File: src/rtl/pra_pkg.sv
`timescale 1ns / 1ps
`default_nettype none
package pra_pkg;

    localparam int COORD_WIDTH = 24;
    localparam int QUEUE_DEPTH = 4;

    localparam int ANGLE_WIDTH = 16;
    localparam int TURN_WIDTH  = 15;   // reduced angle, 0 .. 23039
    localparam int REM_WIDTH   = 13;   // angle within a quadrant, 0 .. 5759
    localparam int OCT_WIDTH   = 12;   // octant angle, 0 .. 2880

    localparam int RAD_WIDTH   = 30;   // octant angle in radians, Q30
    localparam int TRIG_WIDTH  = 31;   // sin/cos magnitude, Q30, up to 1.0
    localparam int PROD_WIDTH  = COORD_WIDTH + 32;
    localparam int SUM_WIDTH   = COORD_WIDTH + 33;
    localparam int RND_WIDTH   = SUM_WIDTH - 30;

    localparam int FULL_TURN    = 23040;
    localparam int HALF_TURN    = 11520;
    localparam int THREE_QUARTERS = 17280;
    localparam int QUARTER_TURN = 5760;
    localparam int EIGHTH_TURN  = 2880;
    localparam int TWO_TURNS    = 46080;

    // rad = t*RAD_Q + floor((t*RAD_R + 5760) / 11520), pi*2^30 = 11520*RAD_Q + RAD_R
    localparam int RAD_Q        = 292817;
    localparam int RAD_R        = 7586;
    localparam int RAD_BIAS     = 5760;
    localparam int DIV45_RECIP  = 186414;   // ceil(2^23 / 45)

    localparam int HORNER_STEPS = 6;
    localparam int unsigned SIN_DIV [HORNER_STEPS] = '{156, 110, 72, 42, 20, 6};
    localparam int unsigned COS_DIV [HORNER_STEPS] = '{132, 90, 56, 30, 12, 2};

    localparam logic [TRIG_WIDTH-1:0] ONE_Q30 = TRIG_WIDTH'(1) << 30;

    localparam logic signed [COORD_WIDTH-1:0] COORD_MAX = {1'b0, {(COORD_WIDTH-1){1'b1}}};
    localparam logic signed [COORD_WIDTH-1:0] COORD_MIN = {1'b1, {(COORD_WIDTH-1){1'b0}}};

    typedef enum logic [1:0] {
        QUAD_0 = 2'd0,
        QUAD_1 = 2'd1,
        QUAD_2 = 2'd2,
        QUAD_3 = 2'd3
    } quad_t;

    typedef struct packed {
        logic signed [COORD_WIDTH-1:0] x_in;
        logic signed [COORD_WIDTH-1:0] y_in;
        logic signed [ANGLE_WIDTH-1:0] angle;
    } pra_in_t;

    typedef struct packed {
        logic signed [COORD_WIDTH-1:0] x_out;
        logic signed [COORD_WIDTH-1:0] y_out;
        logic                          saturated;
    } pra_out_t;

    // classified item handed from front to back
    typedef struct packed {
        logic signed [COORD_WIDTH-1:0] x;
        logic signed [COORD_WIDTH-1:0] y;
        quad_t                         quad;
        logic                          swap;
        logic [OCT_WIDTH-1:0]          oct;
    } pra_item_t;

endpackage
`default_nettype wire

File: src/rtl/pra_front.sv
`timescale 1ns / 1ps
`default_nettype none
module pra_front (
    input  logic                aclk,
    input  logic                aresetn,
    input  logic                s_valid,
    output logic                s_ready,
    input  pra_pkg::pra_in_t    s_data,
    output logic                out_valid,
    input  logic                out_ready,
    output pra_pkg::pra_item_t  out_item
);
    import pra_pkg::*;

    logic                  valid_reg, valid_next;
    pra_item_t             item_reg, item_next;
    logic signed [17:0]    shifted;
    logic [16:0]           v;
    logic [TURN_WIDTH-1:0] u;
    logic [REM_WIDTH-1:0]  r;
    quad_t                 quad;
    logic                  swap;

    assign s_ready   = !valid_reg || out_ready;
    assign out_valid = valid_reg;
    assign out_item  = item_reg;

    // reduce angle to [0, full turn), then to quadrant and octant
    always_comb begin
        shifted = 18'(s_data.angle) + 18'sd46080;
        v       = shifted[16:0];
        priority if (v >= 17'(TWO_TURNS + FULL_TURN)) begin
            u = TURN_WIDTH'(v - 17'(TWO_TURNS + FULL_TURN));
        end else if (v >= 17'(TWO_TURNS)) begin
            u = TURN_WIDTH'(v - 17'(TWO_TURNS));
        end else if (v >= 17'(FULL_TURN)) begin
            u = TURN_WIDTH'(v - 17'(FULL_TURN));
        end else begin
            u = TURN_WIDTH'(v);
        end

        priority if (u >= TURN_WIDTH'(THREE_QUARTERS)) begin
            quad = QUAD_3;
            r    = REM_WIDTH'(u - TURN_WIDTH'(THREE_QUARTERS));
        end else if (u >= TURN_WIDTH'(HALF_TURN)) begin
            quad = QUAD_2;
            r    = REM_WIDTH'(u - TURN_WIDTH'(HALF_TURN));
        end else if (u >= TURN_WIDTH'(QUARTER_TURN)) begin
            quad = QUAD_1;
            r    = REM_WIDTH'(u - TURN_WIDTH'(QUARTER_TURN));
        end else begin
            quad = QUAD_0;
            r    = REM_WIDTH'(u);
        end

        swap           = (r > REM_WIDTH'(EIGHTH_TURN));
        item_next.x    = s_data.x_in;
        item_next.y    = s_data.y_in;
        item_next.quad = quad;
        item_next.swap = swap;
        item_next.oct  = swap ? OCT_WIDTH'(REM_WIDTH'(QUARTER_TURN) - r) : OCT_WIDTH'(r);
    end

    always_comb begin
        valid_next = valid_reg;
        if (s_ready) begin
            valid_next = s_valid;
        end
    end

    always_ff @(posedge aclk) begin
        if (!aresetn) begin
            valid_reg <= 1'b0;
        end else begin
            valid_reg <= valid_next;
        end
    end

    always_ff @(posedge aclk) begin
        if (s_ready && s_valid) begin
            item_reg <= item_next;
        end
    end

endmodule
`default_nettype wire

File: config.mk
export PLATFORM = sky130hd
export DESIGN_NAME = pra_front
export DESIGN_NICKNAME = d
export VERILOG_FILES = /design/src/rtl/pra_pkg.sv /design/src/rtl/pra_front.sv
export SDC_FILE = /design/constraint.sdc
export NUM_CORES = 1
export LEC_CHECK = 0
export ABC_AREA = 1
export BUFFER_PORTS_ARGS = -buffer_cell sky130_fd_sc_hd__buf_2
export CORE_MARGIN = 5
export CORE_UTILIZATION = 55
export CTS_BUF_LIST = sky130_fd_sc_hd__clkbuf_4 sky130_fd_sc_hd__clkbuf_8
export DETAILED_ROUTE_END_ITERATION = 10
export GPL_TIMING_DRIVEN = 0
export HOLD_SLACK_MARGIN = 0.15
export MAX_ROUTING_LAYER = met4
export PLACE_DENSITY = 0.9
export SETUP_SLACK_MARGIN = 0.3
export SYNTH_ARGS = -nofsm -noshare
export SYNTH_HDL_FRONTEND = slang
export SYNTH_SLANG_ARGS = --single-unit
export TNS_END_PERCENT = 30
File: constraint.sdc
create_clock -name aclk -period 9.85 [get_ports aclk]
set_input_delay 0.985 -clock aclk [delete_from_list [all_inputs] [get_ports aclk]]
set_output_delay 0.985 -clock aclk [all_outputs]
set_load 0.02 [all_outputs]
==> results of run 1 <==
[sequential cells by signal (all words and copies together), names as in the netlist]
name	count
out_valid	1
out_item	63
[placed cells by master (no fill, tap or decap), drive strengths merged, types with 2 or more instances in the layout]
cell / count
xnor2: 5
ha: 15
o21ai: 10
a21oi: 9
nand2: 129
a21boi: 2
nor3: 3
nand3: 51
buf: 139
a21o: 2
edfxtp: 63
xor2: 17
or2: 2
nand4: 2
nor2: 31
inv: 45
clkinv: 4
clkbuf: 10
[critical path, cell delays in order]
cell and delay [ps]:
buf_2 190, inv_1 140, ha_1 300, buf_2 170
or2_0 260, nor2_2 180, nor2_1 80, o21ai_2 60
nand2_2 100, nand3_1 80, nand3_1 70, nand3_1 120
o21ai_4 120, inv_2 110, nand2_1 80, o21ai_1 180
nand2_2 160, inv_2 170, nand2_2 100, nand2_1 150
nand3_1 100, nand3_1 100, nand2_1 70, nand2_2 90
nand2_2 90, buf_6 150, nand2_1 90, nand2_1 80
[per-stage QoR]
stage	power, uW	utilization	std cells
2_1_floorplan	661	-	397
5_1_grt	1060	0.713	628
4_1_cts	997	0.713	627
6_report	1010	0.713	628
3_5_place_dp	771	0.684	611
3_3_place_gp	750	0.676	609
[logic make-up (layout without fill, tap and decap cells)]
logic type / Yosys count / after routing / share of synthesized area
AOI/OAI and AO/OA: 26 / 26 / 0.0510
xor gates and xnor gates: 22 / 22 / 0.0507
buffers and inverters: 50 / 200 / 0.0563
other: 0 / 1 / 0
adders and majority gates: 15 / 15 / 0.0493
and+or+nand+nor: 220 / 220 / 0.290
DFF: 64 / 64 / 0.503
[metal layers]
metal | up-vias | global-route usage | wire [um] | share of wire
li1 | 1610 | - | - | -
met1 | 1618 | 0.283 | 3920 | 0.36
met2 | 207 | 0.461 | 5650 | 0.52
met3 | 26 | 0.0587 | 951 | 0.088
met4 | 0 | 0.0940 | 274 | 0.025
met5 | - | - | 0 | 0
[cell type report]
type,instances,area [um2]
inverters,45,174
flip-flops and latches,64,1910
diodes,1,2.50
clock buffers,10,131
well taps,80,100
plain buffers,5,40.0
repair buffers,134,708
clock inverters,6,60.1
fillers,449,1940
multi-input cells,283,1690
[where the power goes]
group | internal [uW] | switching (uW) | total (uW)
Combinational | 137 | 289 | 427
Sequential | 350 | 9.65 | 359
Clock | 118 | 101 | 219
[worst max-delay path by stage]
stage,from,end,slack [ps],cells after the start
after floorplan,s_valid,out_item[0]$_DFFE_PP_,5260,2
after global placement,out_ready,out_item[18]$_DFFE_PP_,4360,3
after detailed placement,s_data[10],out_item[7]$_DFFE_PP_,5160,31
after CTS,s_data[10],out_item[7]$_DFFE_PP_,5410,28
after global routing,s_data[10],out_item[7]$_DFFE_PP_,5020,28
final,s_data[10],out_item[7]$_DFFE_PP_,5350,28
==> results.ini, run 1 <==
[status]
status=complete, no violations

[cells_and_area]
syn_to_final_growth_pct=26.6
stdcell_area_um2=4820
nNetsFinal=625
final_layout_size_suffix_gt1_frac=0.395

[cts]
root_buffer=clkbuf_8
numCtsBuffers=9
htreeDepth=3
post_cts_buffers=0
cts_hold_buf=0
cts_resized=0
cts.sinks=64
insertion_delay_ps=330
cts_tree=built
clockBufferDepth=2
clkTransAtPathRegs_ps=70

[drt]
drc=0
drt-pass1-iter-count=6
num_vias=3461
drt_wl_total_mm=10.8
wl_per_cell_um=17.2
viasPerCell=5.51
ant_nets=0
drt_iter0_drc=372

[floorplanning]
initial_core_util=0.563
core_um2=6760
die_height_um=93.2
die_x_um=93.2
dieArea_um2=8680
io_pins=133
placementRows=30

[place]
dp_hpwl_mm=8.01
place_ws_ps=5160
io_buffers=132
placed_cell_area_um2=4620
place_congestion=0.924

[synthesis]
yosys.area.top_type=edfxtp_1
syn_area_um2=3800
yosysTopAreaCellShare=0.497
ys_seq_area_frac=0.503
synth_enable_flop_cells=63
yosysMostFrequentCell=nand2_1
async_reset_ff_frac=0
synth.distinct_cells=38
avgSynthCellArea_um2=9.58
yosysWarnings=0
synthTopCellsByArea=edfxtp_1 (50%), nand2_1 (10%), nand3_1 (6.2%)
synthCells=397
syn_nets=480
ys.flop_type=edfxtp_1
synth-seq-cells=64
ys_top_cells_by_count=nand2_1 (101), edfxtp_1 (63), nand3_1 (47)

[sta]
hold_ws_ps=563
setup-tns-final_ps=0
worst_slack_ps=5350
slew_headroom=0.657
fmax_mhz=222
slew_viol_final=0
min_period_ps=4500
tightest_slew_ps=513
finClkSkew_ps=5.94
min_period_over_period=0.457
timing_hold_violations_final=0
setup_viol=0
rsz0062_at_grt=false

[global_routing]
antenna_found_initial=1
overflow=0
grt_start_max_net_pins=28
track_usage=0.259
grt_first_pass_wirelength_mm=16.8
first_global_vias=3241

[critical_path]
cp.arrival_ps=4570
r2r-start=out_valid$_SDFFE_PN0N_
reg2reg_slack_ps=8270
cp.required_ps=9920
r2r-end=out_item[14]$_SDFFCE_PP1P_
crit_path_start_kind=input pin
critPathMaxFanout=10
crit_type=in2reg
endpoint_kind=register
rr_worst_depth=3

[worst_hold_path]
hold_path_class=reg2reg
hold_end=out_valid$_SDFFE_PN0N_
min-delay-start=out_valid$_SDFFE_PN0N_
holdPathStages=2

[pwr]
leakage_uw=0.00233
powerDensity_nw_per_um2=209
ir_drop_v=0.0000847

[job]
max_cap_viol_count=0

Power figures use the tool's default switching activity.
==> run 2, diff against run 1 <==
ABC_AREA = 0   (was 1)
CORE_UTILIZATION = 52   (was 55)
PLACE_DENSITY = 0.85   (was 0.9)
clock period = 4.4 ns   (was 9.85 ns; I/O delays follow)
==> run 2 against run 1 <==
Effect of this change: the run now ends with negative setup slack left; clock skew shrank 1.8 ps; sequential power up 120%; combinational power increased to 2.9 times the previous value; largest cell class is now multi-input gates.
==> results.ini, run 2 <==
[status]
status=finished, violations left
violations=negative setup slack

[sta]
slew_headroom=0.617  ; -0.0400
tightest_slew_ps=574  ; +61.2 ps
fmax_mhz=220
finClkSkew_ps=4.12  ; -1.82 ps
min_period_over_period=1.03
hold_ws_ps=275  ; -289 ps
setup-tns-final_ps=-877  ; -877 ps
timing_hold_violations_final=0  ; unchanged
min_period_ps=4540
setup_viol=10  ; +10
slew_viol_final=0  ; unchanged
worst_slack_ps=-135  ; -5490 ps
rsz0062_at_grt=true

[global_routing]
antenna_found_initial=0  ; -1
overflow=0  ; unchanged
track_usage=0.253  ; -0.00568
first_global_vias=3656  ; +13%
grt_first_pass_wirelength_mm=18.9  ; +13%
grt_start_max_net_pins=40  ; +43%

[cts]
cts_tree=built
insertion_delay_ps=330  ; about the same
clkTransAtPathRegs_ps=70  ; about the same
clockBufferDepth=2  ; unchanged
numCtsBuffers=9  ; unchanged
root_buffer=clkbuf_8
htreeDepth=3  ; unchanged
cts.sinks=64  ; unchanged

[critical_path]
cp.arrival_ps=4620  ; +50 ps
cp_top_family=compound AO/OA/AOI/OAI gates
cp.required_ps=4490  ; -5430 ps
crit_path_start_kind=input pin
crit_buf_inv=5  ; -1
crit_type=in2reg
cp_cell_sequence=buf_8 -> ha_4 -> buf_8 -> or3_4 -> buf_6 -> o31a_1 -> a221o_1 -> o22ai_4 -> o21ai_2 -> o21a_4 -> inv_4 -> ha_4 -> a41oi_4 -> a21oi_2 -> o211ai_1 -> buf_4 -> a21o_4 -> a311o_1 -> a21oi_4 -> a31oi_4 -> o21ai_2 -> mux2_4
crit_path_top_delay_cell=a311o_1
slowest_delay_ps=360  ; +60 ps
critPathMaxFanout=6  ; -4
endpoint_kind=register

[synthesis]
avgSynthCellArea_um2=11.2  ; +17%
yosysWarnings=0  ; unchanged
synth-seq-cells=64  ; unchanged
ys.flop_type=edfxtp_1
synth_enable_flop_cells=63  ; unchanged
synthTopCellsByArea=edfxtp_1 (48%), ha_1 (4.8%), a21oi_1 (2.8%)
yosysTopAreaCellShare=0.481  ; -0.0163
ys_top_cells_by_count=edfxtp_1 (63), nand2_1 (27), a21oi_1 (22)
syn_area_um2=3930  ; +3.4%
yosys.area.top_type=edfxtp_1
yosysMostFrequentCell=edfxtp_1
async_reset_ff_frac=0  ; unchanged
synth.distinct_cells=80  ; +110%
ys_seq_area_frac=0.486  ; -0.0165
syn_nets=433  ; -9.8%
synthCells=350  ; -12%

[place]
place_congestion=0.943  ; +2.0%
io_buffers=130  ; -1.5%
place_ws_ps=-1170  ; -6330 ps
dp_hpwl_mm=8.55  ; +6.7%

[drt]
viasPerCell=6.18  ; +12%
drt_iter0_drc=316  ; -15%
drc=0  ; unchanged
drt-pass1-iter-count=5  ; -1
wl_met1_mm=4.67  ; +19%
wl_met3_mm=1.14  ; +20%
routed.top_layer=met4
wl_per_cell_um=20.4  ; +18%
ant_nets=0  ; unchanged
num_vias=4035  ; +17%
drt_wl_total_mm=13.3  ; +23%
wl_met2_mm=7.01  ; +24%

[pwr]
leakage_uw=0.00241  ; +3.3%
ir_drop_v=0.000170  ; +100%
powerDensity_nw_per_um2=420  ; +100%

[worst_hold_path]
hold_path_class=in2reg

[cells_and_area]
final_common_cell=buf_2
syn_to_final_growth_pct=50.0
largest_reg_flops=63  ; unchanged
mostFrequentLayoutCells=buf_2 (129), edfxtp_1 (63), buf_4 (54)
final_layout_size_suffix_gt1_frac=0.532  ; +0.138
diodes=0  ; -1
nNetsFinal=632  ; +1.1%

[job]
max_cap_viol_count=0  ; unchanged

[floorplanning]
die_height_um=97.0  ; +4.1%
io_pins=133  ; unchanged
die_x_um=97.0  ; +4.1%
placementRows=31  ; +3.3%
core_um2=7290  ; +7.9%
dieArea_um2=9400  ; +8.3%
initial_core_util=0.539  ; -0.0237

## run 2: cell types whose count changed after synthesis, moves of 9 or more
cell	before	now
xor2_1	17	3
inv_2	10	0
inv_1	33	17
a21oi_1	7	22
nand3_1	47	9
nand2_1	101	27
a211oi_1	0	9
nand2_4	9	0
nand2_2	19	0
## run 2: cells by family after synthesis
logic type / after synthesis / synth area share
compound gates: 115 / 0.231
simple gates: 112 / 0.163
flops: 64 / 0.486
buf+inv: 33 / 0.0423
fa+ha+maj: 15 / 0.0477
xor+xnor: 9 / 0.0248
mux: 2 / 0.00541
## run 2: layout make-up
type                    count  area, um2
well taps                  99        124
clock inverters             6       60.1
plain buffers              16        141
inverters                  17       71.3
repair buffers            188       1160
fillers                   413       1390
multi-input cells         253       2300
clock buffers              10        131
flip-flops and latches     64       1910
## run 2: timing repair
action	in CTS	in global routing
endpoints found under the setup margin	12	12
setup buffers	17	39
resized for setup	42	61
gates cloned	1	0
pin swaps	24	40
hold buffers	0	0
## run 2: final timing paths
check / depth (start not counted) / start / to / slack (ps)
worst max register to register: 3 / out_valid$_SDFFE_PN0N_ / out_item[1]$_DFFE_PP_ / 2800
worst min register to register: 2 / out_valid$_SDFFE_PN0N_ / out_valid$_SDFFE_PN0N_ / 560
worst min-delay path: 1 / s_data[41] / out_item[40]$_DFFE_PP_ / 270
worst max-delay path: 22 / s_data[10] / out_item[1]$_DFFE_PP_ / -140
## run 2: per-layer routing
metal,up-vias,track usage
li1,1772,-
met1,1934,0.272
met2,275,0.452
met3,54,0.0669
met4,0,0.0832
met5,-,-
## run 2: metrics by stage
stage | cell area (um2) | total power, uW | std cells | util
floorplan | 3980 | 1380 | 350 | -
global placement | 4760 | 1580 | 579 | 0.652
detailed placement | 4780 | 1590 | 580 | 0.655
CTS | 5340 | 2200 | 614 | 0.732
global route | 5900 | 2580 | 653 | 0.809
finish | 5900 | 2480 | 653 | 0.809
## run 2: report_power, final
| part | leakage (uW) | switching (uW) | total (uW) | internal, uW |
|---|---|---|---|---|
| combinational | 0.00170 | 686 | 1220 | 537 |
| clock | 0.0000971 | 216 | 480 | 265 |
| sequential | 0.000617 | 15.1 | 777 | 762 |
| total | 0.00241 | 917 | 2480 | 1560 |
