<file path="config.mk">
export PLATFORM = sky130hd
export DESIGN_NAME = pra_fifo
export DESIGN_NICKNAME = d
export VERILOG_FILES = /design/src/rtl/pra_pkg.sv /design/src/rtl/pra_fifo.sv
export SDC_FILE = /design/constraint.sdc
export NUM_CORES = 1
export LEC_CHECK = 0
export BUFFER_PORTS_ARGS = -buffer_cell sky130_fd_sc_hd__buf_2
export CAP_MARGIN = 20
export CORE_UTILIZATION = 57
export CTS_BUF_LIST = sky130_fd_sc_hd__clkbuf_2
export DETAILED_ROUTE_END_ITERATION = 16
export PLACE_DENSITY = 0.76
export SYNTH_ARGS = -nofsm -noshare
export SYNTH_HDL_FRONTEND = slang
export SYNTH_SLANG_ARGS = --single-unit
export TNS_END_PERCENT = 20
</file>
<file path="constraint.sdc">
create_clock -name aclk -period 5.4 [get_ports aclk]
set_input_delay 1.62 -clock aclk [delete_from_list [all_inputs] [get_ports aclk]]
set_output_delay 1.62 -clock aclk [all_outputs]
set_load 0.02 [all_outputs]
</file>
<file path="src/rtl/pra_pkg.sv">
`timescale 1ns / 1ps
`default_nettype none
package pra_pkg;

    localparam int COORD_WIDTH = 24;
    localparam int QUEUE_DEPTH = 4;

    localparam int ANGLE_WIDTH = 16;
    localparam int TURN_WIDTH  = 15;   // reduced angle, 0 .. 23039
    localparam int REM_WIDTH   = 13;   // angle within a quadrant, 0 .. 5759
    localparam int OCT_WIDTH   = 12;   // octant angle, 0 .. 2880

    localparam int RAD_WIDTH   = 30;   // octant angle in radians, Q30
    localparam int TRIG_WIDTH  = 31;   // sin/cos magnitude, Q30, up to 1.0
    localparam int PROD_WIDTH  = COORD_WIDTH + 32;
    localparam int SUM_WIDTH   = COORD_WIDTH + 33;
    localparam int RND_WIDTH   = SUM_WIDTH - 30;

    localparam int FULL_TURN    = 23040;
    localparam int HALF_TURN    = 11520;
    localparam int THREE_QUARTERS = 17280;
    localparam int QUARTER_TURN = 5760;
    localparam int EIGHTH_TURN  = 2880;
    localparam int TWO_TURNS    = 46080;

    // rad = t*RAD_Q + floor((t*RAD_R + 5760) / 11520), pi*2^30 = 11520*RAD_Q + RAD_R
    localparam int RAD_Q        = 292817;
    localparam int RAD_R        = 7586;
    localparam int RAD_BIAS     = 5760;
    localparam int DIV45_RECIP  = 186414;   // ceil(2^23 / 45)

    localparam int HORNER_STEPS = 6;
    localparam int unsigned SIN_DIV [HORNER_STEPS] = '{156, 110, 72, 42, 20, 6};
    localparam int unsigned COS_DIV [HORNER_STEPS] = '{132, 90, 56, 30, 12, 2};

    localparam logic [TRIG_WIDTH-1:0] ONE_Q30 = TRIG_WIDTH'(1) << 30;

    localparam logic signed [COORD_WIDTH-1:0] COORD_MAX = {1'b0, {(COORD_WIDTH-1){1'b1}}};
    localparam logic signed [COORD_WIDTH-1:0] COORD_MIN = {1'b1, {(COORD_WIDTH-1){1'b0}}};

    typedef enum logic [1:0] {
        QUAD_0 = 2'd0,
        QUAD_1 = 2'd1,
        QUAD_2 = 2'd2,
        QUAD_3 = 2'd3
    } quad_t;

    typedef struct packed {
        logic signed [COORD_WIDTH-1:0] x_in;
        logic signed [COORD_WIDTH-1:0] y_in;
        logic signed [ANGLE_WIDTH-1:0] angle;
    } pra_in_t;

    typedef struct packed {
        logic signed [COORD_WIDTH-1:0] x_out;
        logic signed [COORD_WIDTH-1:0] y_out;
        logic                          saturated;
    } pra_out_t;

    // classified item handed from front to back
    typedef struct packed {
        logic signed [COORD_WIDTH-1:0] x;
        logic signed [COORD_WIDTH-1:0] y;
        quad_t                         quad;
        logic                          swap;
        logic [OCT_WIDTH-1:0]          oct;
    } pra_item_t;

endpackage
`default_nettype wire

</file>
<file path="src/rtl/pra_fifo.sv">
`timescale 1ns / 1ps
`default_nettype none
module pra_fifo #(
    parameter int DEPTH = 4
) (
    input  logic                aclk,
    input  logic                aresetn,
    input  logic                wr_valid,
    output logic                wr_ready,
    input  pra_pkg::pra_item_t  wr_item,
    output logic                rd_valid,
    input  logic                rd_pop,
    output pra_pkg::pra_item_t  rd_item
);
    import pra_pkg::*;

    localparam int PTR_W = (DEPTH > 1) ? $clog2(DEPTH) : 1;
    localparam int CNT_W = $clog2(DEPTH + 1);

    pra_item_t          mem_reg [DEPTH];
    logic [PTR_W-1:0]   wr_ptr_reg, wr_ptr_next;
    logic [PTR_W-1:0]   rd_ptr_reg, rd_ptr_next;
    logic [CNT_W-1:0]   count_reg, count_next;
    logic               push, pop;

    assign wr_ready = (count_reg != CNT_W'(DEPTH));
    assign rd_valid = (count_reg != '0);
    assign rd_item  = mem_reg[rd_ptr_reg];
    assign push     = wr_valid && wr_ready;
    assign pop      = rd_pop && rd_valid;

    always_comb begin
        wr_ptr_next = wr_ptr_reg;
        rd_ptr_next = rd_ptr_reg;
        count_next  = count_reg;
        if (push) begin
            wr_ptr_next = (wr_ptr_reg == PTR_W'(DEPTH - 1)) ? '0 : wr_ptr_reg + 1'b1;
        end
        if (pop) begin
            rd_ptr_next = (rd_ptr_reg == PTR_W'(DEPTH - 1)) ? '0 : rd_ptr_reg + 1'b1;
        end
        if (push && !pop) begin
            count_next = count_reg + 1'b1;
        end else if (pop && !push) begin
            count_next = count_reg - 1'b1;
        end
    end

    always_ff @(posedge aclk) begin
        if (!aresetn) begin
            wr_ptr_reg <= '0;
            rd_ptr_reg <= '0;
            count_reg  <= '0;
        end else begin
            wr_ptr_reg <= wr_ptr_next;
            rd_ptr_reg <= rd_ptr_next;
            count_reg  <= count_next;
        end
    end

    always_ff @(posedge aclk) begin
        if (push) begin
            mem_reg[wr_ptr_reg] <= wr_item;
        end
    end

endmodule
`default_nettype wire

</file>
==> results of run 1 <==
==> stage by stage <==
| step | power [mW] | instance area [um^2] | worst slack [ps] |
|---|---|---|---|
| after floorplan | 3.45 | 9560 | 2220 |
| after global placement | 3.79 | 10400 | 1710 |
| after detailed placement | 3.83 | 10400 | 1680 |
| after CTS | 5.12 | 11000 | 773 |
| after global routing | 5.30 | 11000 | 684 |
| final | 5.05 | 11000 | 967 |
==> cells in the mapped netlist (all sizes together) <==
cell type / count
nand2: 5
xnor2: 1
mux2i: 2
xor2: 1
and2: 2
nand3: 2
o31ai: 1
nor2b: 1
dfxtp: 9
nand4: 1
edfxtp: 252
mux4: 63
fa: 1
inv: 3
or3: 2
clkbuf: 7
buf: 9
o21ai: 4
ha: 6
nor2: 2
a21boi: 1
or3b: 1
and3: 4
==> power by group <==
group / leakage, nW / total (mW) / switching [mW] / internal, mW
registers: 2.38 / 2.61 / 0.156 / 2.46
logic: 0.994 / 1.15 / 0.636 / 0.513
clock network: 0.449 / 1.28 / 0.741 / 0.543
total: 3.83 / 5.05 / 1.53 / 3.51
==> area by class of cell <==
class / count / area (um^2)
Clock inverter: 29 / 163
Timing Repair Buffer: 133 / 671
Fill cell: 1052 / 5080
Clock buffer: 88 / 440
Multi-Input combinational cell: 100 / 1720
Antenna cell: 2 / 5.00
Inverter: 3 / 11.3
Tap cell: 216 / 270
Sequential cell: 261 / 7750
==> worst paths after layout <==
path	depth (start not counted)	endpoint	from
worst max-delay path	3	rd_item[19]	flip-flop
worst min-delay path	2	wr_ptr_reg[1]	wr_ptr_reg[1]
worst max register to register	7	count_reg[2]	count_reg[0]
worst min register to register	2	wr_ptr_reg[1]	wr_ptr_reg[1]
==> routing by layer <==
metal / GRT usage [%] / vias to the layer above / routed length (um)
met5: 0 / - / 0
met4: 9.75 / 0 / 339
met3: 6.25 / 28 / 1080
met2: 32.9 / 160 / 8400
met1: 25.1 / 2263 / 6760
li1: - / 2034 / -
==> critical path, delay by kind of cell (launching register included) <==
| kind | cells | cell delay (ps) |
|---|---|---|
| flip-flops | 1 | 920 |
| buffers and inverters | 2 | 560 |
| multiplexers | 1 | 540 |
==> cell usage in the layout, fill, tap and decap left out, types with 3 or more instances in the layout <==
cell type / n
buf_2: 131
inv_1: 3
edfxtp_1: 252
dfxtp_1: 7
and3_4: 4
clkbuf_2: 88
mux4_2: 63
inv_2: 4
clkinv_1: 22
ha_1: 6
nand2_1: 5
o21ai_0: 3
==> cell families after synthesis <==
group	share of synthesized area, %
fa+ha+maj	0.995
mux	15.1
xor+xnor	0.183
buf+inv	1.09
flops	81.1
simple gates	1.23
compound gates	0.367
==> out/summary.md, run 1 <==
The total routing usage reported by global routing came out at 20.3%. The path class of the tightest hold or removal check is reg2reg. After synthesis, the cell types taking the most area are edfxtp_1 (79%), mux4_2 (15%), dfxtp_1 (1.9%), ha_1 (0.79%), buf_4 (0.47%). The run gives 226 MHz as the achievable clock frequency.

Buffers added to address setup during post-CTS repair amount to 0. The run gives 0 as the final-report max-slew violation count. The run gives 9.32 mm as the half-perimeter wire length of the detailed placement result. The synthesized area per cell works out to 25.1 um^2. The run gives 0 as the number of hold violations in the final report. The flow ran to the end, and the final reports show no timing, DRC or antenna violations. Measured along the y axis, the die boundary spans 131 um.

From synthesis to final layout, the design area changed by 15.5%. During synthesis, Yosys emitted a total of 0 warnings. Setup violations remaining at the end of the flow were counted as 0. The startpoint class of the critical path was a flip-flop. For this run, the share of the core covered by cells in the final layout is 68.5%. The peak per-stage delay on the critical path was 920 ps; the peak supply drop was 0.304 mV. The tools report the number of antenna violations at the first check in global routing as 2.

The run gives 0 as the quantity of gates resized following cts. The register with the most flip-flops in the layout has 252 of them. During I/O placement, the number of pins put on the boundary was 132. The tools report the clock insertion delay at the later pin of the skew report as 760 ps. Entering global routing, the biggest net connects 64 pins. Across all layers, the routed design uses 4485 vias. Port buffering added 131 buffers. Final sum of negative setup slack: 0 ps. Headroom to the max-slew limit came out at 33.6%.

The tree is rooted in a clkbuf_2. The logs give 46 for the total number of placement rows and 261 for the sink count of the clock tree. The run gives 0.715 as the global placement routability congestion. CTS built an H-tree with a depth of 3. After detailed routing, the number of remaining DRC violations is 0. The shortest clock period the worst path allows after layout is 4430 ps, and the wire length of the first global-routing pass is 26.1 mm. The worst slack on hold paths is 511 ps. Walking the worst path, the cells encountered are buf_4, mux4_2, buf_2.

The fraction of layout cells with a size suffix above 1 came out at 48.9%. Hold repair after CTS inserted 0 buffers. The count of cells in the finished layout, fillers not included, comes to 832.

Setup repair after global routing left no endpoint under its margin. In this run, synthesis produced a sequential element count of 261. The run gives 9560 um^2 as the combined area of all synthesized cells. The clock slew seen by the registers of the worst setup and hold paths came out at 100 ps. Critical setup path kind: reg2out. The via count of the first global-routing pass was 4993; the wire length reported by the detailed router was 16.6 mm.

The worst setup slack for register-to-register paths is 2900 ps, and the critical-path maximum fanout is 41. The core region is 16100 um^2. The worst path uses 82.1% of the clock period. For this design the static power due to leakage is 3.83 nW.

The average wire per standard cell was 19.9 um; the sequential cell area fraction in the yosys report was 81.1%. Power spread over the standard cell area amounts to 457 nW/um^2. The transition at the pin with the smallest max-transition slack came out at 996 ps. Capturing element type of the critical path: an output port. Number of nets produced by synthesis: 454. For the final database, setup skew stands at 37.3 ps. At the end of the flow, the number of nets in the layout was 639.

TritonCTS built the clock tree. Share of the synthesized area in the top cell type: 79.2%. The slowest stage of the critical path is the dfxtp_4 cell. The count of nets left with antenna violations once routing finished came out at 0. Number of maximum-capacitance violations: 0. The tools report the first-pass detailed-route iteration total as 4.

Counting every instance in the synthesized netlist gives 380. Most area-hungry cell type in the Yosys netlist: edfxtp_1. The detailed router finished its first iteration with 184 violations. The area of the die is 17300 um^2, and the count of unique library cells instantiated by Yosys is 27. In the routed layout, each cell is associated on average with a via count of 5.39.

The instance count after placement with tap cells included is 713, and the chip width is 131 um. The worst endpoint required time is 3780 ps. The starting utilization of the core area is 59.3%, and the number of CTS-inserted buffers is 66.

The number of buffers between clock root and the deepest sink is 3, and the overflow left after global routing is 0. Worst path arrival time: 2810 ps.
Power figures use the tool's default switching activity.
==> run 2, diff against run 1 <==
CORE_UTILIZATION = 53   (was 57)
PLACE_DENSITY = 0.74   (was 0.76)
clock period = 3.8 ns   (was 5.4 ns; I/O delays follow)
==> run 2 against run 1 <==
Net effect:
- cell area increased by 1.3%
- combinational power grew 59%
- first-iteration DRC count up 40%
- non-clock buffer count is 12 higher
- routed wire length is 1.2% higher
- critical path depth unchanged
- highest routed layer is now met5
==> out/summary.md, run 2 (synthesized netlist as in run 1, its figures left out) <==
The shortest clock period the worst path allows after layout is 3430 ps, and the clock skew after layout is 51.1 ps (+13.8 ps). The static power due to leakage is 3.89 nW (+1.6%). The flow ran to the end, and the final reports show no timing, DRC or antenna violations. In the layout the commonest cells are edfxtp_1 (252), buf_2 (131), clkbuf_2 (90), mux4_2 (63), clkinv_1 (12). For the sink count of the clock tree, the log shows 261 (unchanged). The number of flip-flops in the largest register is 252 (unchanged), and the critical-path maximum fanout is 32 (-22%).

The tools report the number of top-level pins as 132 (unchanged). The tools report the total number of placement rows as 48 (+4.3%). The post-placement worst setup slack is 837 ps (-845 ps), and the footprint of the flip-flops and latches is 7750 um^2 (unchanged).

Number of hold violations in the final report: 0 (unchanged). The final setup violation count came out at 0 (unchanged). The number of instances on the worst hold path works out to 2 (unchanged).

The area of the die was 18600 um^2 (+7.4%); the multi-input combinational cell area was 1720 um^2 (unchanged). From synthesis to final layout, the design area changed by 16.9%. The number of antenna violations at the first check in global routing was 2 (unchanged).

The critical path is of the reg2out type. The tools report the starting utilization of the core area as 54.7% (-4.6 points). For the number of maximum-capacitance violations, the log shows 0 (unchanged).

TritonCTS built the clock tree. The final-report max-slew violation count is 0 (unchanged). Number of DRC violations after detailed-routing iteration 0: 258 (+40%). The peak supply drop was 0.410 mV (+35%). The met2 routing resource usage after global routing was 31.0% (-1.9 points). The tools report the global placement routability congestion as 0.741 (+3.6%). For the wire length reported by the detailed router, the log shows 16.8 mm (+1.2%). The cts-stage hold buffer count came out at 0 (unchanged). The height of the die is 136 um (+3.6%), and the ratio of total power to cell area is 646 nW/um^2 (+41%). The count of antenna diodes in the layout was 0 (-2).

The detailed-route via count came out at 4565 (+1.8%). Total core area: 17500 um^2 (+8.4%). The most common cell after layout, fill and taps aside was edfxtp_1. The average vias per placed instance was 5.43 (+0.69%); the fraction of layout cells with a size suffix above 1 was 50.6% (+1.8 points). The final worst-path cycle share came out at 90.3%. The cell chosen for the clock root was clkbuf_2. For the wire length of the first global-routing pass, the log shows 25.9 mm (-0.95%). The number of nets with antenna violations after routing was 0 (unchanged). The DRC violation count after routing was 0 (unchanged); the average wire per standard cell was 19.9 um (+0.14%).

The logs give 5041 (+0.96%) for the via count of the first global-routing pass and 4 (unchanged) for the first-pass detailed-route iteration total. Met1 track demand over resource in global routing: 23.8% (-1.3 points). Transition at the pin with the smallest max-transition slack: 564 ps (-432 ps). The chip width is 136 um (+3.6%). The worst slack on hold paths was 517 ps (+6.25 ps); the worst setup slack for register-to-register paths was 1390 ps (-1510 ps). Clock insertion delay at the later pin of the skew report: 750 ps (about the same). The pin count of the biggest net entering global routing is 34 (-47%), and the H-tree depth is 3 (unchanged). The run gives 9.76 mm (+4.7%) as the half-perimeter wire length of the detailed placement result.

For the achievable clock frequency, the log shows 291 MHz. The overall power of the completed layout is 7.22 mW (+43%), and the clock slew seen by the registers of the worst setup and hold paths is 100 ps (about the same). The run gives 2660 ps (-1120 ps) as the worst endpoint required time. met2 is the most crowded layer. The fraction of met3 tracks used by global routing is 6.79% (+0.54 points). Filler cell count in the final layout: 1252 (+19%). The tools report the total routing usage reported by global routing as 19.1% (-1.2 points).

The run gives 3 (unchanged) as the number of buffers between clock root and the deepest sink. The number of cell instances on the worst register-to-register path is 7 (unchanged), and the worst path arrival time is 2290 ps (-520 ps). The overflow left after global routing is 0 (unchanged).

Final worst-path setup slack: 368 ps (-599 ps). The final sum of negative setup slack is 0 ps (unchanged), and the number of buffer cells added on primary ports is 131 (unchanged). The final net count was 651 (+1.9%). The class of the worst hold path was reg2reg.

STA classifies the critical path endpoint as an output port. Setup repair after global routing left no endpoint under its margin. The number of CTS-inserted buffers is 66 (unchanged). STA classifies the critical path startpoint as a flip-flop.

The relative max-transition margin came out at 62.0% (+28 points).
[run 2: cell types whose count changed in the layout (fill, tap and decap cells not counted), sizes merged]
cell      change
clkinv       -10
clkinvlp      +1
diode         -2
buf          +12
inv           -3
clkbuf        +2
[run 2: final timing paths]
path                       from            end
setup / recovery      flip-flop    rd_item[14]
hold reg to reg   wr_ptr_reg[0]  wr_ptr_reg[0]
setup reg to reg   count_reg[0]   count_reg[2]
hold / removal    wr_ptr_reg[0]  wr_ptr_reg[0]
[run 2: cell type report]
class	count	area share (%)
well taps	225	2.52
clock inverters	17	1.09
inverters	3	0.101
multi-input cells	100	15.4
flip-flops and latches	261	69.4
repair buffers	145	7.48
clock buffers	90	4.03
[run 2: where the power goes]
group | internal (mW) | total, mW | switching [mW] | leakage, nW
Clock | 0.769 | 1.78 | 1.02 | 0.429
Sequential | 3.49 | 3.60 | 0.117 | 2.38
Combinational | 0.800 | 1.83 | 1.03 | 1.08
Total | 5.05 | 7.22 | 2.16 | 3.89
[run 2: repair_timing]
| action | CTS | global route |
|---|---|---|
| endpoints found under the hold margin | 0 | 0 |
| resized for setup | 0 | 0 |
| buffers inserted | 0 | 7 |
| setup endpoints to repair | 0 | 42 |
[run 2: critical path, stage by stage (launching register included)]
cell and delay (ps):
dfxtp_4 680, buf_12 290, mux4_2 360, buf_2 180
[run 2: metrics by stage]
step	std cells	utilization, %	area [um^2]
after floorplan	380	-	9560
after global placement	727	60.4	10600
after detailed placement	727	60.4	10600
after CTS	834	63.6	11100
after global routing	841	63.9	11200
final	841	63.9	11200
[run 2: layer usage]
| layer | part of all wire (%) | up-vias |
|---|---|---|
| met5 | 0.060 | - |
| met4 | 0.92 | 2 |
| met3 | 6.8 | 18 |
| met2 | 50 | 152 |
| met1 | 42 | 2343 |
| li1 | - | 2050 |
==> run 3, diff against run 2 <==
CORE_UTILIZATION = 40   (was 53)
PLACE_DENSITY = 0.58   (was 0.74)
==> run 3 against run 2 <==
Net effect:
- global-route usage fell by 4.4 points
- clock power hardly changed
- clock skew grew 2.6 ps
- non-clock buffer count down 7
- cell area grew 0.75%
- count of clock-buffer cells in the layout grew 3
- maximum frequency fell by 2.3%
- core utilization shrank 16 points
- combinational power hardly changed
- setup slack worse by 82 ps
- cell count increased by 12%
- largest cell class unchanged
- highest routed layer is now met4
==> out/summary.md, run 3 (synthesized netlist as in run 1, its figures left out) <==
The area of the die came out at 24500 um^2 (+32%). The tools report the clock skew after layout as 53.6 ps (+2.55 ps). The run gives 0 (unchanged) as the overflow left after global routing. Clock tree synthesis selected as its root buffer the cell clkbuf_2. Family of cells with the greatest summed delay on the critical path: flip-flops. The DRC violation count after routing was 0 (unchanged); the number of buffer cells added on primary ports was 131 (unchanged).

The filler cell count in the final layout is 2007 (+60%). The tools report the number of buffers between clock root and the deepest sink as 3 (unchanged). For the static power due to leakage, the log shows 3.86 nW (-0.69%). The transition at the pin with the smallest max-transition slack works out to 575 ps (+10.5 ps).

The class of the worst hold path was in2reg. The total routing usage reported by global routing is 14.7% (-4.4 points), and the detailed-route via count is 4508 (-1.2%). The chip width was 157 um (+15%).

For the cts-stage hold buffer count, the log shows 0 (unchanged). The fraction of layout cells with a size suffix above 1 was 49.7% (-0.97 points); the number of nets with antenna violations after routing was 0 (unchanged). STA classifies the critical path startpoint as a flip-flop. STA classifies the critical path endpoint as an output port.

The final cell area excluding filler cells was 11300 um^2 (+0.75%). Wire length reported by the detailed router: 17.4 mm (+3.6%). The signal on the critical path passes through buf_12, mux4_2, buf_2. The logs give 1 (-1) for the number of antenna violations at the first check in global routing and 0.417 mV (+1.8%) for the peak supply drop. The clock slew seen by the registers of the worst setup and hold paths came out at 110 ps (about the same).

In the layout the commonest cells are edfxtp_1 (252), buf_2 (131), clkbuf_2 (93), mux4_2 (63), clkinv_1 (19). The worst path arrival time is 2370 ps (+80 ps). The height of the die works out to 157 um (+15%).

The worst endpoint required time is 2660 ps (about the same). The instance count after placement with tap cells included is 821 (+13%), and the peak per-stage delay on the critical path is 740 ps (+60 ps). The final-report max-slew violation count was 0 (unchanged); the ratio of total power to cell area was 637 nW/um^2 (-1.4%). The number of top-level pins is 132 (unchanged), and the first-pass detailed-route iteration total is 5 (+1).

The achievable clock frequency was 285 MHz (-2.3%). The pin count of the biggest net entering global routing is 35 (+2.9%), and the wire length of the first global-routing pass is 26.7 mm (+3.0%). The shortest clock period the worst path allows after layout was 3510 ps (+81.7 ps); the number of maximum-capacitance violations was 0 (unchanged).

The layout overhead on the synthesized area was 17.8%; the final net count was 639 (-1.8%). The final worst-path cycle share is 92.5% (+2.2 points), and the via count of the first global-routing pass is 4914 (-2.5%). The total number of placement rows is 56 (+17%), and the buffering stage count on the worst path with inverters included is 2 (unchanged). Setup repair after global routing left no endpoint under its margin.

The quantity of gates resized following cts is 1 (+1), and the total core area is 23500 um^2 (+34%). The run finished with clean final reports. The critical setup path kind was reg2out. The starting utilization of the core area is 40.7% (-14 points). The average wire per standard cell came out at 18.5 um (-7.1%). Sink count of the clock tree: 261 (unchanged).

The post-detailed-placement cell area was 10700 um^2 (+1.1%). TritonCTS built the clock tree. The relative max-transition margin was 61.7% (-0.38 points); the number of flip-flops in the largest register was 252 (unchanged). The post-CTS setup buffer count was 0 (unchanged). The global placement routability congestion was 0.724 (-2.3%); the H-tree depth was 2 (-1). Critical path's slowest cell: dfxtp_4. The number of CTS-inserted buffers was 61 (-7.6%). The number of hold violations in the final report was 0 (unchanged); the final non-filler cell total was 938 (+12%). The library cell used most frequently in the layout, excluding fill and tap cells, is edfxtp_1. The average vias per placed instance came out at 4.81 (-11%). Critical-path maximum fanout: 34 (+6.3%). Overall power of the completed layout: 7.17 mW (-0.63%). The run gives 188 (-27%) as the number of DRC violations after detailed-routing iteration 0.

The clock insertion delay at the later pin of the skew report was 840 ps (+90 ps). The final setup violation count is 0 (unchanged), and the final sum of negative setup slack is 0 ps (unchanged). The tools report the half-perimeter wire length of the detailed placement result as 10.1 mm (+3.1%).
==> run 3: cell count changes in the layout (fill, tap and decap cells not counted) <==
cell       delta
buf_4         -8
clkinv_1      +7
clkbuf_2      +3
buf_6         +1
bufinv_16     -1
clkinv_2      +1
diode_2       +1
inv_2         -1
==> run 3: routing by layer <==
layer	vias up	GRT usage, %	wire (um)
li1	2041	-	-
met1	2311	17.4	6820
met2	128	25.3	9170
met3	28	4.65	1130
met4	0	5.32	264
met5	-	0	0
==> run 3: final timing paths <==
check / startpoint / to / slack [ps] / cells after the start
hold reg to reg: wr_ptr_reg[1] / wr_ptr_reg[1] / 510 / 2
setup reg to reg: count_reg[0] / count_reg[2] / 1340 / 7
hold / removal: wr_item[19] / mem_reg[0][19] / 510 / 1
setup / recovery: flip-flop / rd_item[6] / 290 / 3
==> run 3: worst reg2reg max path, delay by kind of cell (launching register included) <==
family,cells,cell delay [ps]
buffers and inverters,1,70
xor gates and xnor gates,1,180
adders and majority gates,2,670
AOI/OAI and AO/OA,2,680
DFF,1,380
and+or+nand+nor,1,410
==> run 3: metrics by stage <==
| step | utilization [%] | setup WS, ps | hold WS (ps) |
|---|---|---|---|
| 2_1_floorplan | - | 1100 | 468 |
| 3_3_place_gp | 45.4 | 946 | 484 |
| 3_5_place_dp | 45.4 | 821 | 493 |
| 4_1_cts | 48.0 | 99.3 | 395 |
| 5_1_grt | 48.0 | 60.4 | 409 |
| 6_report | 48.0 | 286 | 506 |
==> run 3: where the power goes <==
| group | total (mW) | internal [mW] | switching [mW] |
|---|---|---|---|
| Combinational | 1.81 | 0.771 | 1.04 |
| Sequential | 3.60 | 3.48 | 0.112 |
| Clock | 1.77 | 0.724 | 1.04 |
==> run 3: area by class of cell <==
class | instances | area, um^2 | area share (%)
sequential | 261 | 7750 | 68.9
tap | 319 | 399 | 3.55
multi-input combinational | 100 | 1720 | 15.3
inverter | 3 | 11.3 | 0.100
antenna | 1 | 2.50 | 0.0222
clock buffer | 93 | 465 | 4.13
timing repair buffer | 138 | 787 | 6.99
clock inverter | 23 | 119 | 1.06
